<file path="config.mk">
export PLATFORM = sky130hd
export DESIGN_NAME = arpeggiator_note_stepper_unit
export DESIGN_NICKNAME = d
export VERILOG_FILES = /design/src/rtl/arpns_pkg.sv /design/src/rtl/arpeggiator_note_stepper_unit.sv
export SDC_FILE = /design/constraint.sdc
export NUM_CORES = 1
export LEC_CHECK = 0
export BUFFER_PORTS_ARGS = -buffer_cell sky130_fd_sc_hd__buf_2
export CORE_ASPECT_RATIO = 1.4
export CORE_MARGIN = 5
export CORE_UTILIZATION = 30
export DETAILED_ROUTE_END_ITERATION = 10
export PLACE_DENSITY_LB_ADDON = 0.12
export SETUP_SLACK_MARGIN = 0.3
export SYNTH_ARGS = -nofsm -noshare
export SYNTH_HDL_FRONTEND = slang
export SYNTH_SLANG_ARGS = --single-unit
</file>
<file path="constraint.sdc">
create_clock -name i_clk -period 3.7 [get_ports i_clk]
set_input_delay 0.185 -clock i_clk [delete_from_list [all_inputs] [get_ports i_clk]]
set_output_delay 0.185 -clock i_clk [all_outputs]
set_load 0.02 [all_outputs]
</file>
<file path="src/rtl/arpns_pkg.sv">
// Package for the arpeggiator note stepper: payload structs, codes, state enum
// and shared constants. No dependencies.
package arpns_pkg;

    // Default sizes
    localparam int NOTE_COUNT_DEF  = 128;
    localparam int VOICE_COUNT_DEF = 12;
    localparam int SEMITONES       = 12;
    localparam int APB_AW          = 4;
    localparam int APB_DW          = 32;

    // Request codes
    typedef enum logic [1:0] {
        REQ_KEY   = 2'd0,
        REQ_CLEAR = 2'd1,
        REQ_RESET = 2'd2,
        REQ_FIRE  = 2'd3
    } t_req_type;

    // Arpeggio modes
    typedef enum logic [1:0] {
        ARP_OFF    = 2'd0,
        ARP_UP     = 2'd1,
        ARP_DOWN   = 2'd2,
        ARP_UPDOWN = 2'd3
    } t_arp_mode;

    // Voice modes (code 3 means no voice action)
    localparam logic [1:0] VM_SINGLE = 2'd0;
    localparam logic [1:0] VM_PAIRS  = 2'd1;
    localparam logic [1:0] VM_UNISON = 2'd2;

    // Register indexes
    localparam logic [1:0] REG_ARP_MODE     = 2'd0;
    localparam logic [1:0] REG_OCTAVE_RANGE = 2'd1;
    localparam logic [1:0] REG_VOICE_MODE   = 2'd2;

    // Sequencer states
    typedef enum logic [2:0] {
        S_IDLE,
        S_KEY,
        S_CLEAR,
        S_FIRST,
        S_STEP,
        S_EMIT
    } t_state;

    // Input item
    typedef struct packed {
        logic [1:0] req_type;
        logic [6:0] key_note;
        logic       key_down;
    } t_req;

    // Result item
    typedef struct packed {
        logic [7:0] note;
        logic       note_on_valid;
        logic [3:0] voice_on;
        logic [3:0] voice_off;
        logic       paired;
        logic       unison;
        logic       all_off;
    } t_result;

    // Octave step: down mode counts down and reloads, others count up and wrap
    function automatic logic [1:0] step_octave(input logic [1:0] mode,
                                               input logic [1:0] oct,
                                               input logic [1:0] range);
        logic [2:0] inc;
        begin
            inc = {1'b0, oct} + 3'd1;
            if (mode == ARP_DOWN) begin
                step_octave = (oct == 2'd0) ? range : oct - 2'd1;
            end else begin
                step_octave = (inc > {1'b0, range}) ? 2'd0 : inc[1:0];
            end
        end
    endfunction

endpackage

</file>
<file path="src/rtl/arpeggiator_note_stepper_unit.sv">
// Arpeggiator note stepper: held-note map, iterative scan sequencer, voice
// assignment and APB register file. Depends on arpns_pkg.
//
// Usage:
//   Items enter on i_req when start is high and busy is low. A fire item gives
//   one result on o_result, marked by a one-cycle o_done pulse that the
//   receiver cannot hold off; other items give none. A reset-position item
//   ends at its transfer edge, a key change keeps busy high through S_KEY for
//   the map read-modify-write, and a clear keeps busy high for an S_CLEAR
//   pass that zeroes the map one entry per cycle.
//   Fire with no held note: result the next cycle; arpeggio off: the item
//   passes through S_EMIT, which registers the result. Otherwise S_FIRST
//   makes the first move, then in S_STEP one index is checked per cycle
//   through the map's single registered read port (up to NOTE_COUNT checks
//   in up and down modes, 2*NOTE_COUNT-1 in up/down), then S_EMIT forms the
//   voice assignment and registers the result. busy drops in the result
//   cycle, so the next item may be taken then. Registers arp_mode 0x0,
//   octave_range 0x4, voice_mode 0x8 are to be written only while idle; the
//   block itself does not enforce this. Reset loads register defaults, clears
//   scan state and runs the map clearing pass with busy high.
module arpeggiator_note_stepper_unit #(
    parameter int NOTE_COUNT  = arpns_pkg::NOTE_COUNT_DEF,
    parameter int VOICE_COUNT = arpns_pkg::VOICE_COUNT_DEF
) (
    input  logic                          i_clk,
    input  logic                          i_rst_n,
    // command channel
    input  logic                          start,
    output logic                          busy,
    input  arpns_pkg::t_req               i_req,
    // result channel
    output logic                          o_done,
    output arpns_pkg::t_result            o_result,
    // configuration port
    input  logic                          psel,
    input  logic                          penable,
    input  logic                          pwrite,
    input  logic [arpns_pkg::APB_AW-1:0]  paddr,
    input  logic [arpns_pkg::APB_DW-1:0]  pwdata,
    output logic [arpns_pkg::APB_DW-1:0]  prdata,
    output logic                          pready
);
    import arpns_pkg::*;

    localparam int IDX_W = $clog2(NOTE_COUNT);
    localparam int CNT_W = $clog2(NOTE_COUNT + 1);
    localparam logic [IDX_W-1:0] IDX_LAST = IDX_W'(NOTE_COUNT - 1);
    localparam logic [3:0] V_LAST = 4'(VOICE_COUNT - 1);
    localparam logic [3:0] H_LAST = 4'(VOICE_COUNT / 2 - 1);
    localparam logic [7:0] NOTE_LIMIT = 8'(NOTE_COUNT);
    localparam logic [7:0] NOTE_TOP   = 8'(NOTE_COUNT - 1 + 3 * SEMITONES);

    // Held-note map, one bit per note
    logic                r_map [NOTE_COUNT];
    logic                r_rd_bit;

    // Registers
    t_state              r_state,     n_state;
    logic [CNT_W-1:0]    r_held_cnt,  n_held_cnt;
    logic [IDX_W-1:0]    r_idx,       n_idx;
    logic [1:0]          r_octave,    n_octave;
    logic                r_going_up,  n_going_up;
    logic [3:0]          r_voice_ptr, n_voice_ptr;
    logic [7:0]          r_last_note, n_last_note;
    logic [1:0]          r_arp_mode,  n_arp_mode;
    logic [1:0]          r_oct_range, n_oct_range;
    logic [1:0]          r_voice_mode, n_voice_mode;
    logic                r_done,      n_done;
    t_result             r_result,    n_result;
    logic [IDX_W-1:0]    r_clr_addr,  n_clr_addr;
    logic [IDX_W-1:0]    r_key_idx,   n_key_idx;
    logic                r_key_down,  n_key_down;

    // Scan unit outputs
    logic [IDX_W-1:0]    u_idx;
    logic [1:0]          u_octave;
    logic                u_going_up;

    logic                accept;
    logic                cfg_wr;
    logic [IDX_W-1:0]    key_idx;
    logic [7:0]          emit_note;
    logic [4:0]          v_sum;
    logic [3:0]          v_clamp;
    logic [3:0]          v_on;
    logic                mem_we;
    logic [IDX_W-1:0]    mem_waddr;
    logic                mem_wdata;
    logic [IDX_W-1:0]    rd_addr;

    assign accept  = start && !busy;
    assign busy    = (r_state != S_IDLE);
    assign cfg_wr  = psel && penable && pwrite && pready;
    assign pready  = 1'b1;
    assign key_idx = i_req.key_note[IDX_W-1:0];
    assign o_done  = r_done;
    assign o_result = r_result;

    // Map ports: clearing pass or key write; key read while idle, scan read otherwise
    assign mem_we    = (r_state == S_CLEAR) || (r_state == S_KEY);
    assign mem_waddr = (r_state == S_KEY) ? r_key_idx : r_clr_addr;
    assign mem_wdata = (r_state == S_KEY) && r_key_down;
    assign rd_addr   = (r_state == S_IDLE) ? key_idx : u_idx;

    // Register read mux
    always_comb begin
        prdata = '0;
        unique case (paddr[3:2])
            REG_ARP_MODE:     prdata[1:0] = r_arp_mode;
            REG_OCTAVE_RANGE: prdata[1:0] = r_oct_range;
            REG_VOICE_MODE:   prdata[1:0] = r_voice_mode;
            default:          prdata = '0;
        endcase
    end

    // Shared scan unit: at most one index step per cycle
    always_comb begin
        u_idx      = r_idx;
        u_octave   = r_octave;
        u_going_up = r_going_up;
        case (r_arp_mode)
            ARP_UP: begin
                if (r_idx == IDX_LAST) begin
                    u_idx    = '0;
                    u_octave = step_octave(r_arp_mode, r_octave, r_oct_range);
                end else begin
                    u_idx = r_idx + IDX_W'(1);
                end
            end
            ARP_DOWN: begin
                if (r_idx == '0) begin
                    u_idx    = IDX_LAST;
                    u_octave = step_octave(r_arp_mode, r_octave, r_oct_range);
                end else begin
                    u_idx = r_idx - IDX_W'(1);
                end
            end
            ARP_UPDOWN: begin
                if (r_state == S_FIRST) begin
                    // first move is clamped, no turn
                    if (r_going_up) begin
                        u_idx = (r_idx == IDX_LAST) ? IDX_LAST : r_idx + IDX_W'(1);
                    end else begin
                        u_idx = (r_idx == '0) ? '0 : r_idx - IDX_W'(1);
                    end
                end else if (r_going_up) begin
                    if (r_idx == IDX_LAST) begin
                        u_going_up = 1'b0;
                    end else begin
                        u_idx = r_idx + IDX_W'(1);
                    end
                end else begin
                    if (r_idx == '0) begin
                        u_going_up = 1'b1;
                        u_octave   = step_octave(r_arp_mode, r_octave, r_oct_range);
                    end else begin
                        u_idx = r_idx - IDX_W'(1);
                    end
                end
            end
            default: ;
        endcase
    end

    // Note and voice assignment for the emit step
    always_comb begin
        if (r_arp_mode == ARP_OFF) begin
            emit_note = r_last_note;
        end else begin
            emit_note = 8'(r_idx) + 8'(r_octave) * 8'(SEMITONES);
        end
        if (r_voice_mode == VM_PAIRS) begin
            v_clamp = (r_voice_ptr > H_LAST) ? H_LAST : r_voice_ptr;
            v_sum   = {1'b0, v_clamp} + 5'd1;
            v_on    = (v_sum > {1'b0, H_LAST}) ? 4'd0 : v_sum[3:0];
        end else begin
            v_clamp = (r_voice_ptr > V_LAST) ? V_LAST : r_voice_ptr;
            v_sum   = {1'b0, v_clamp} + 5'd1;
            v_on    = (v_sum > {1'b0, V_LAST}) ? 4'd0 : v_sum[3:0];
        end
    end

    // Sequencer: next state and register updates
    always_comb begin
        n_state      = r_state;
        n_held_cnt   = r_held_cnt;
        n_idx        = r_idx;
        n_octave     = r_octave;
        n_going_up   = r_going_up;
        n_voice_ptr  = r_voice_ptr;
        n_last_note  = r_last_note;
        n_arp_mode   = r_arp_mode;
        n_oct_range  = r_oct_range;
        n_voice_mode = r_voice_mode;
        n_done       = 1'b0;
        n_result     = r_result;
        n_clr_addr   = r_clr_addr;
        n_key_idx    = r_key_idx;
        n_key_down   = r_key_down;

        if (cfg_wr) begin
            unique case (paddr[3:2])
                REG_ARP_MODE:     n_arp_mode   = pwdata[1:0];
                REG_OCTAVE_RANGE: n_oct_range  = pwdata[1:0];
                REG_VOICE_MODE:   n_voice_mode = pwdata[1:0];
                default: ;
            endcase
        end

        unique case (r_state)
            S_IDLE: begin
                if (accept) begin
                    unique case (i_req.req_type)
                        REQ_KEY: begin
                            // old bit is read now, written back next cycle
                            if (8'(i_req.key_note) < NOTE_LIMIT) begin
                                n_state    = S_KEY;
                                n_key_idx  = key_idx;
                                n_key_down = i_req.key_down;
                            end
                        end
                        REQ_CLEAR: begin
                            n_state    = S_CLEAR;
                            n_clr_addr = '0;
                            n_held_cnt = '0;
                            n_going_up = 1'b1;
                            n_idx      = (r_arp_mode == ARP_DOWN) ? IDX_LAST : '0;
                        end
                        REQ_RESET: begin
                            n_going_up = 1'b0;
                            if (r_arp_mode == ARP_DOWN) begin
                                n_octave = r_oct_range;
                                n_idx    = IDX_LAST;
                            end else begin
                                n_octave = '0;
                                n_idx    = '0;
                            end
                        end
                        REQ_FIRE: begin
                            if (r_held_cnt == '0) begin
                                n_done           = 1'b1;
                                n_result         = '0;
                                n_result.all_off = 1'b1;
                            end else if (r_arp_mode == ARP_OFF) begin
                                n_state = S_EMIT;
                            end else begin
                                n_state = S_FIRST;
                            end
                        end
                        default: ;
                    endcase
                end
            end
            S_KEY: begin
                n_state = S_IDLE;
                if (r_key_down && !r_rd_bit) begin
                    n_held_cnt = r_held_cnt + CNT_W'(1);
                end else if (!r_key_down && r_rd_bit) begin
                    n_held_cnt = r_held_cnt - CNT_W'(1);
                end
            end
            S_CLEAR: begin
                n_clr_addr = r_clr_addr + IDX_W'(1);
                if (r_clr_addr == IDX_LAST) begin
                    n_state = S_IDLE;
                end
            end
            S_FIRST: begin
                n_idx      = u_idx;
                n_octave   = u_octave;
                n_going_up = u_going_up;
                n_state    = S_STEP;
            end
            S_STEP: begin
                // read data belongs to r_idx
                if (r_rd_bit) begin
                    n_state = S_EMIT;
                end else begin
                    n_idx      = u_idx;
                    n_octave   = u_octave;
                    n_going_up = u_going_up;
                end
            end
            S_EMIT: begin
                n_state        = S_IDLE;
                n_done         = 1'b1;
                n_last_note    = emit_note;
                n_result       = '0;
                n_result.note  = emit_note;
                case (r_voice_mode)
                    VM_SINGLE, VM_PAIRS: begin
                        n_voice_ptr            = v_on;
                        n_result.note_on_valid = 1'b1;
                        n_result.voice_on      = v_on;
                        n_result.paired        = (r_voice_mode == VM_PAIRS);
                        if (v_on == 4'd0) begin
                            n_result.voice_off = (r_voice_mode == VM_PAIRS) ? H_LAST : V_LAST;
                        end else begin
                            n_result.voice_off = v_on - 4'd1;
                        end
                    end
                    VM_UNISON: begin
                        n_result.note_on_valid = (emit_note != 8'd0);
                        n_result.unison        = 1'b1;
                    end
                    default: ;
                endcase
            end
            default: n_state = S_IDLE;
        endcase
    end

    // State and control registers; reset starts the map clearing pass
    always_ff @(posedge i_clk) begin
        if (!i_rst_n) begin
            r_state      <= S_CLEAR;
            r_held_cnt   <= '0;
            r_idx        <= '0;
            r_octave     <= '0;
            r_going_up   <= 1'b0;
            r_voice_ptr  <= '0;
            r_last_note  <= '0;
            r_arp_mode   <= ARP_UP;
            r_oct_range  <= 2'd0;
            r_voice_mode <= VM_SINGLE;
            r_done       <= 1'b0;
            r_clr_addr   <= '0;
            r_key_idx    <= '0;
            r_key_down   <= 1'b0;
        end else begin
            r_state      <= n_state;
            r_held_cnt   <= n_held_cnt;
            r_idx        <= n_idx;
            r_octave     <= n_octave;
            r_going_up   <= n_going_up;
            r_voice_ptr  <= n_voice_ptr;
            r_last_note  <= n_last_note;
            r_arp_mode   <= n_arp_mode;
            r_oct_range  <= n_oct_range;
            r_voice_mode <= n_voice_mode;
            r_done       <= n_done;
            r_clr_addr   <= n_clr_addr;
            r_key_idx    <= n_key_idx;
            r_key_down   <= n_key_down;
        end
    end

    // Note map: one write port, one registered read port
    always_ff @(posedge i_clk) begin
        if (mem_we) begin
            r_map[mem_waddr] <= mem_wdata;
        end
        r_rd_bit <= r_map[rd_addr];
    end

    // Result payload
    always_ff @(posedge i_clk) begin
        r_result <= n_result;
    end

    // The scan only runs while some note is held, so it always terminates
    a_scan_has_note: assert property (@(posedge i_clk) disable iff (!i_rst_n)
        (r_state == S_FIRST || r_state == S_STEP) |-> (r_held_cnt != '0))
        else $error("scan running with an empty note map");

    // Held count never exceeds the map size
    a_count_range: assert property (@(posedge i_clk) disable iff (!i_rst_n)
        r_held_cnt <= CNT_W'(NOTE_COUNT))
        else $error("held note count out of range");

    // A result follows an emit step or an empty-map fire transfer
    a_done_source: assert property (@(posedge i_clk) disable iff (!i_rst_n)
        $rose(o_done) |-> ($past(r_state) == S_EMIT) ||
                          ($past(accept) && ($past(i_req.req_type) == REQ_FIRE)))
        else $error("result without a fire transfer");

    // Emitted voices and notes stay in range
    a_result_range: assert property (@(posedge i_clk) disable iff (!i_rst_n)
        o_done |-> (o_result.voice_on <= V_LAST) && (o_result.voice_off <= V_LAST)
                   && (o_result.note <= NOTE_TOP))
        else $error("result field out of range");

endmodule
</file>
* After elaboration in Yosys (flattened, before gate mapping) *
Memory sizes are Yosys's and may differ from the RTL's. A register that Yosys moved wholly into a read port is not among the register bits.
Index checks and enable logic that the tools add are counted.
Widths: inputs -> output; s select.

storage, ports and cells
  register bits after elaboration = 75
  output and inout bits = 55
  memories = 1
  bits in writable memories = 128
  logic and storage cells = 184

memory list
  name   depth  width  rd ports  clocked after Yosys merged registers in  write ports  RTL line                             RTL
  r_map  128    1      1         1                                        1            arpeggiator_note_stepper_unit.sv:54  logic r_map [NOTE_COUNT];

cells by class
  magnitude comparators = 5
  multiplexer cells = 76
  multiply operators = 1
  add/sub/neg operators = 11
  equal/unequal tests = 30
  reductions and logical operators = 39

operators by type and width
  kind                 count
  $mux 7               17
  $mux 20              3
  $pmux 7 s3           2
  $mux 8               5
  $pmux 20 s2          1
  $mux 4               7
  $mux 2               11
  $reduce_and 4->1     5
  $pmux 2 s3           3
  $pmux 8 s2           1
  $mux 3               5
  $add 7x1->7 const B  2
  $eq 7x7->1 const B   2
  $pmux 7 s2           1
  $mux 1               13
  $eq 2x2->1 const B   6
  $pmux 3 s4           1
  $add 4x1->5 const B  2
  $logic_not 2->1      5
  $ne 2x1->1 const B   5
  $mux 9               1
  $pmux 3 s3           1
  $add 7x6->8          1
  $add 8x1->8 const B  1
  35 further kinds     61

* Depth between registers and ports, before layout *
  depth after elaboration = 10
  mapped depth = 18

* Least setup slack after synthesis *
No wires, ideal clock.

  path type = register -> register
  start point = register r_idx[0]
  end point = register r_rd_bit (read register of r_map)
  library setup time = 117 ps
  data required time = 3,583 ps
  stages on the path, launching flop included = 18
  arrival = 3,844 ps
  setup slack = -262 ps
  cells stage by stage = dfxtp_1 clkbuf_1 inv_1 ha_1 or4b_4 nor2_4 inv_2 ha_1 inv_1 mux4_2 o22ai_1 inv_1 clkbuf_1 nand3_1 o21ai_0 or4_1 a31o_1 a32o_1

between the ends
  word-level cells in the longest chain between the ends = 6

RTL lines
  what                                       RTL line                                                                                                          RTL
  start, declared                            arpeggiator_note_stepper_unit.sv:60                                                                               logic [IDX_W-1:0] r_idx, n_idx;
  start signal, assigned                     arpeggiator_note_stepper_unit.sv:333                                                                              r_idx <= n_idx;
  $sub 7x1->7, or another cell as far along  arpeggiator_note_stepper_unit.sv:135, arpeggiator_note_stepper_unit.sv:144, arpeggiator_note_stepper_unit.sv:157
  $mux 7, on equally long branches           --
  $mux 7, on equally long branches           arpeggiator_note_stepper_unit.sv:146, arpeggiator_note_stepper_unit.sv:141
  $mux 7                                     arpeggiator_note_stepper_unit.sv:139                                                                              if (r_state == S_FIRST) begin
  $pmux 7 s3 *                               arpeggiator_note_stepper_unit.sv:121                                                                              case (r_arp_mode)
  $mux 7 *                                   arpeggiator_note_stepper_unit.sv:103                                                                              assign rd_addr = (r_state == S_IDLE) ? key_idx : u_idx;
  end, declared                              arpeggiator_note_stepper_unit.sv:55                                                                               logic r_rd_bit;

Mark *: on every way between the ends. The rest lies on a longest branch, timed or not.
A chain may end at the register's enable or synchronous reset.

* Final worst setup path *
Same ends and word-level chain as after synthesis.

==> impl_results.md <==
- Logic gate share of total power: 4.9%
- Clock slew at reported path FFs: about 0.060 ns
- Leakage Power: around 5.0 nW
- Worst Slack Setup Final: approximately 0.054 ns
- DR vias: 8695
- DR pass1 iterations: 4
- Critical path fanouts, max: 6
- I/O Buffers: 43
- Mapped cell area: approximately 0.011 mm^2
- Routed Antenna Nets: 0
- #FFs+latches synth: 204
- TritonCTS buffer count: 25
- Pre-CTS setup slack: -0.05902 ns
- First DRT Iteration DRCs: approximately 500
- CTS max path bufs: 3
- DRC: 0
- HP Class: in -> reg
- DIE HEIGHT: approximately 240 um
- ANT cells: 0
- Slew HR: 24.50%
- Register area share after synthesis: between 50% and 60%
- Vias per inst: 5.032
- Layout cells sized above 1: 15.07%
- Ys Warns: 0
- Data required time of the worst path: between 4 and 5 ns
- Worst-margin pin slew: 1.121 ns
- Critical path type: reg -> reg
- H-tree levels: 1
- Top cell by count, worst path: buf_4
- Sw Share: between 20% and 30%
- Worst Setup End Kind: register
- Routability cong.: just over 0.8
- Tot GR Track Use: between 10% and 20%
- Clock tree root driver cell: clkbuf_16
- Async set-reset flop share out of synthesis: 0%
- Status: finished, final reports clean
- Switching power: 1.157 mW
- First-pass GRT wire length: 49800 um
- Final Hold Vio Count: 0
- Total congestion overflow: 0
- Total negative slack: 0 ns
- Slowest stage delay, CP: ~0.47 ns
- Nets@finish: 1327
- Flop pwr share: between 40% and 50%
- Max-cap violations: 0
- Peak Freq: 274.2 MHz
- Pins Over Slew Limit: 0
- RSZ-0062 raised after global routing: true
- Int Pwr: between 3 and 4 mW
- Gate Count Post-Synth: between 1k and 1.5k
- Vias in the first global route: approximately 8.8k
- Tcrit/Tclk final: 98.55%
- Row count: between 80 and 90
- CTS tree: yes
- WL per Instance: between 15 and 20 um
- EDFF count, synth: 148
- Post-Route WL: roughly 32000 um
- Largest net degree at the start of global routing: 66
- I/O pin total: between 100 and 150
- WP data arrival: roughly 4.1 ns
- Clock sinks: 204
- Mean post-synth cell area: roughly 9.7 um^2
- Slowest CP cell: or4b_4
- Die area: slightly above 0.04 mm^2
- Setup violators final: 0
- Core ar.: ~0.037 mm^2
- Number of fill cells: around 3.7k
- Fin crit period: 3.646 ns
- Worst setup SP type: register
- Starting Density: a little under a third
- Total Power: 4.971 mW
- Worst IR Drop VDD: 0.0002819 V
- Pwr dens: between 300 and 400 mW/mm^2
- Clock group share of total power: about 46%
- Synth Flop Type: edfxtp_1
- Clock Latency Late Sink: 0.54 ns
- Die Wd: about 170 um
- Dpl hpwl: ~23000 um
- Library cells used by synthesis: 79
- Crit-path cells: inv_4 -> ha_4 -> or4b_4 -> nor2_4 -> inv_2 -> buf_4 -> ha_1 -> nor2b_1 -> o311a_1 -> o22ai_4 -> buf_12 -> buf_8 -> buf_4 -> nor2_1 -> buf_4 -> a21oi_1 -> a31oi_1 -> a21boi_1 -> a32o_1
- Initial antenna violation count: 0
- Clock skew: approximately 0.0086 ns
- Area grow syn2layout: 17.91%
final cells by class:
cell class              instances  area, um^2  share of cell area [%]
flip-flops and latches        204        5568                   42.43
multi-input cells             858        5136                   39.14
repair buffers                127       968.4                   7.381
clock buffers                  27       633.1                   4.825
well taps                     467       584.3                   4.453
clock inverters                18       125.1                  0.9536
inverters                      27       106.4                  0.8105
per-stage QoR:
stage	cells	area [um^2]	util, %	hold WS, ns
3_3_place_gp	1661	12110	33.03	0.4350
4_1_cts	1728	13120	35.79	0.01098
6_report	1728	13120	35.79	0.04147
5_1_grt	1728	13120	35.79	0.04479
2_1_floorplan	1178	11310	-	0.3135
3_5_place_dp	1661	12110	33.03	0.4326
synthesized netlist by cell type, drive strengths merged, types with 12 or more instances:
master	number	area, um^2
edfxtp	148	4444
a31oi	12	75.07
nand3	35	175.2
nor2	227	859.6
inv	27	101.4
clkbuf	49	187.7
o21ai	45	225.2
nand2b	15	93.84
a22oi	19	142.6
ha	29	362.9
a21oi	61	305.3
nor3	22	110.1
buf	40	309.0
nand2	112	420.4
and2	12	75.08
mux2i	77	770.7
dfxtp	56	1121
cell families after synthesis:
group | Yosys count | share of synthesized area [%]
adder cells (fa/ha/maj) | 32 | 3.800
AO/OA/AOI/OAI | 208 | 12.15
XOR/XNOR | 16 | 1.259
flip-flops | 204 | 50.01
buffers and inverters | 116 | 5.374
AND/OR/NAND/NOR | 489 | 19.80
other | 2 | 0.06749
multiplexers | 82 | 7.533
per-layer routing:
layer  global-route usage, %  up-vias  wire, um
li1                        -     4245         -
met1                   17.30     4191     12710
met2                   28.27      193     16750
met3                   2.456       66      1324
met4                   5.601        0      1173
met5                       0        -         0
layout by cell type (no fill, tap or decap), types with 5 or more instances in the layout:
master	synthesis	final
inv_1	25	21
nor2b_1	7	7
conb_1	2	31
or3_1	8	8
buf_4	33	64
o21ai_0	43	41
a211oi_1	7	7
a22oi_1	19	19
a21o_1	8	8
a21oi_1	61	61
nor3_1	22	22
dlygate4sd3_1	0	13
a31oi_1	12	11
or2_2	5	5
nand3_1	35	35
nor2_1	226	224
nand2b_1	15	15
edfxtp_1	148	148
nor3b_1	7	6
nand3b_1	9	9
xor2_1	7	7
dfxtp_1	56	54
buf_12	0	5
and2_1	11	10
xnor2_1	9	9
buf_2	1	43
clkinv_1	0	7
nand2_1	112	112
mux2i_1	77	77
nand4_1	7	7
and3_1	7	7
clkbuf_16	0	25
ha_1	29	27
o31ai_1	6	6
timing repair:
item | 4_1_cts | 5_1_grt
buffers inserted | 8 | 0
endpoints found under the hold margin | 14 | 0
resized for setup | 8 | 1
cloned | 1 | 0
hold buffers | 13 | 0
endpoints found under the setup margin | 1 | 1
pin swaps | 8 | 0
power groups by stage:
stage	combinational, mW	sequential [mW]	clock, mW
after floorplan	0.167	2.48	0
after global placement	0.232	2.49	0
after detailed placement	0.232	2.49	0
after CTS	0.248	2.44	2.36
after global routing	0.266	2.44	2.46
final	0.245	2.44	2.29
sequential cells by signal (all words and copies together) (netlist names):
| register | cells |
|---|---|
| o_done | 1 |
| o_result | 20 |
| r_arp_mode | 2 |
| r_clr_addr | 7 |
| r_going_up | 1 |
| r_held_cnt | 8 |
| r_idx | 7 |
| r_key_down | 1 |
| r_key_idx | 7 |
| r_last_note | 8 |
| r_map | 128 |
| r_oct_range | 2 |
| r_octave | 2 |
| r_rd_bit | 1 |
| r_state | 3 |
| r_voice_mode | 2 |
| r_voice_ptr | 4 |
worst paths after layout:
| kind | endpoint | slack (ns) | start | cells after the start |
|---|---|---|---|---|
| max | r_rd_bit | 0.05 | r_idx[0] | 19 |
| min | r_oct_range[0] | 0.04 | paddr[3] | 4 |
| max reg2reg | r_rd_bit | 0.05 | r_idx[0] | 19 |
| min reg2reg | r_last_note[6] | 0.49 | r_last_note[6] | 2 |
worst max-delay path: cells and delay by family, from the launching register on:
kind | cells | cell delay [ns]
compound gates | 6 | 0.93
buf+inv | 7 | 0.92
simple gates | 4 | 1.07
flops | 1 | 0.33
fa+ha+maj | 2 | 0.30
(Power assumes the default switching activity.)
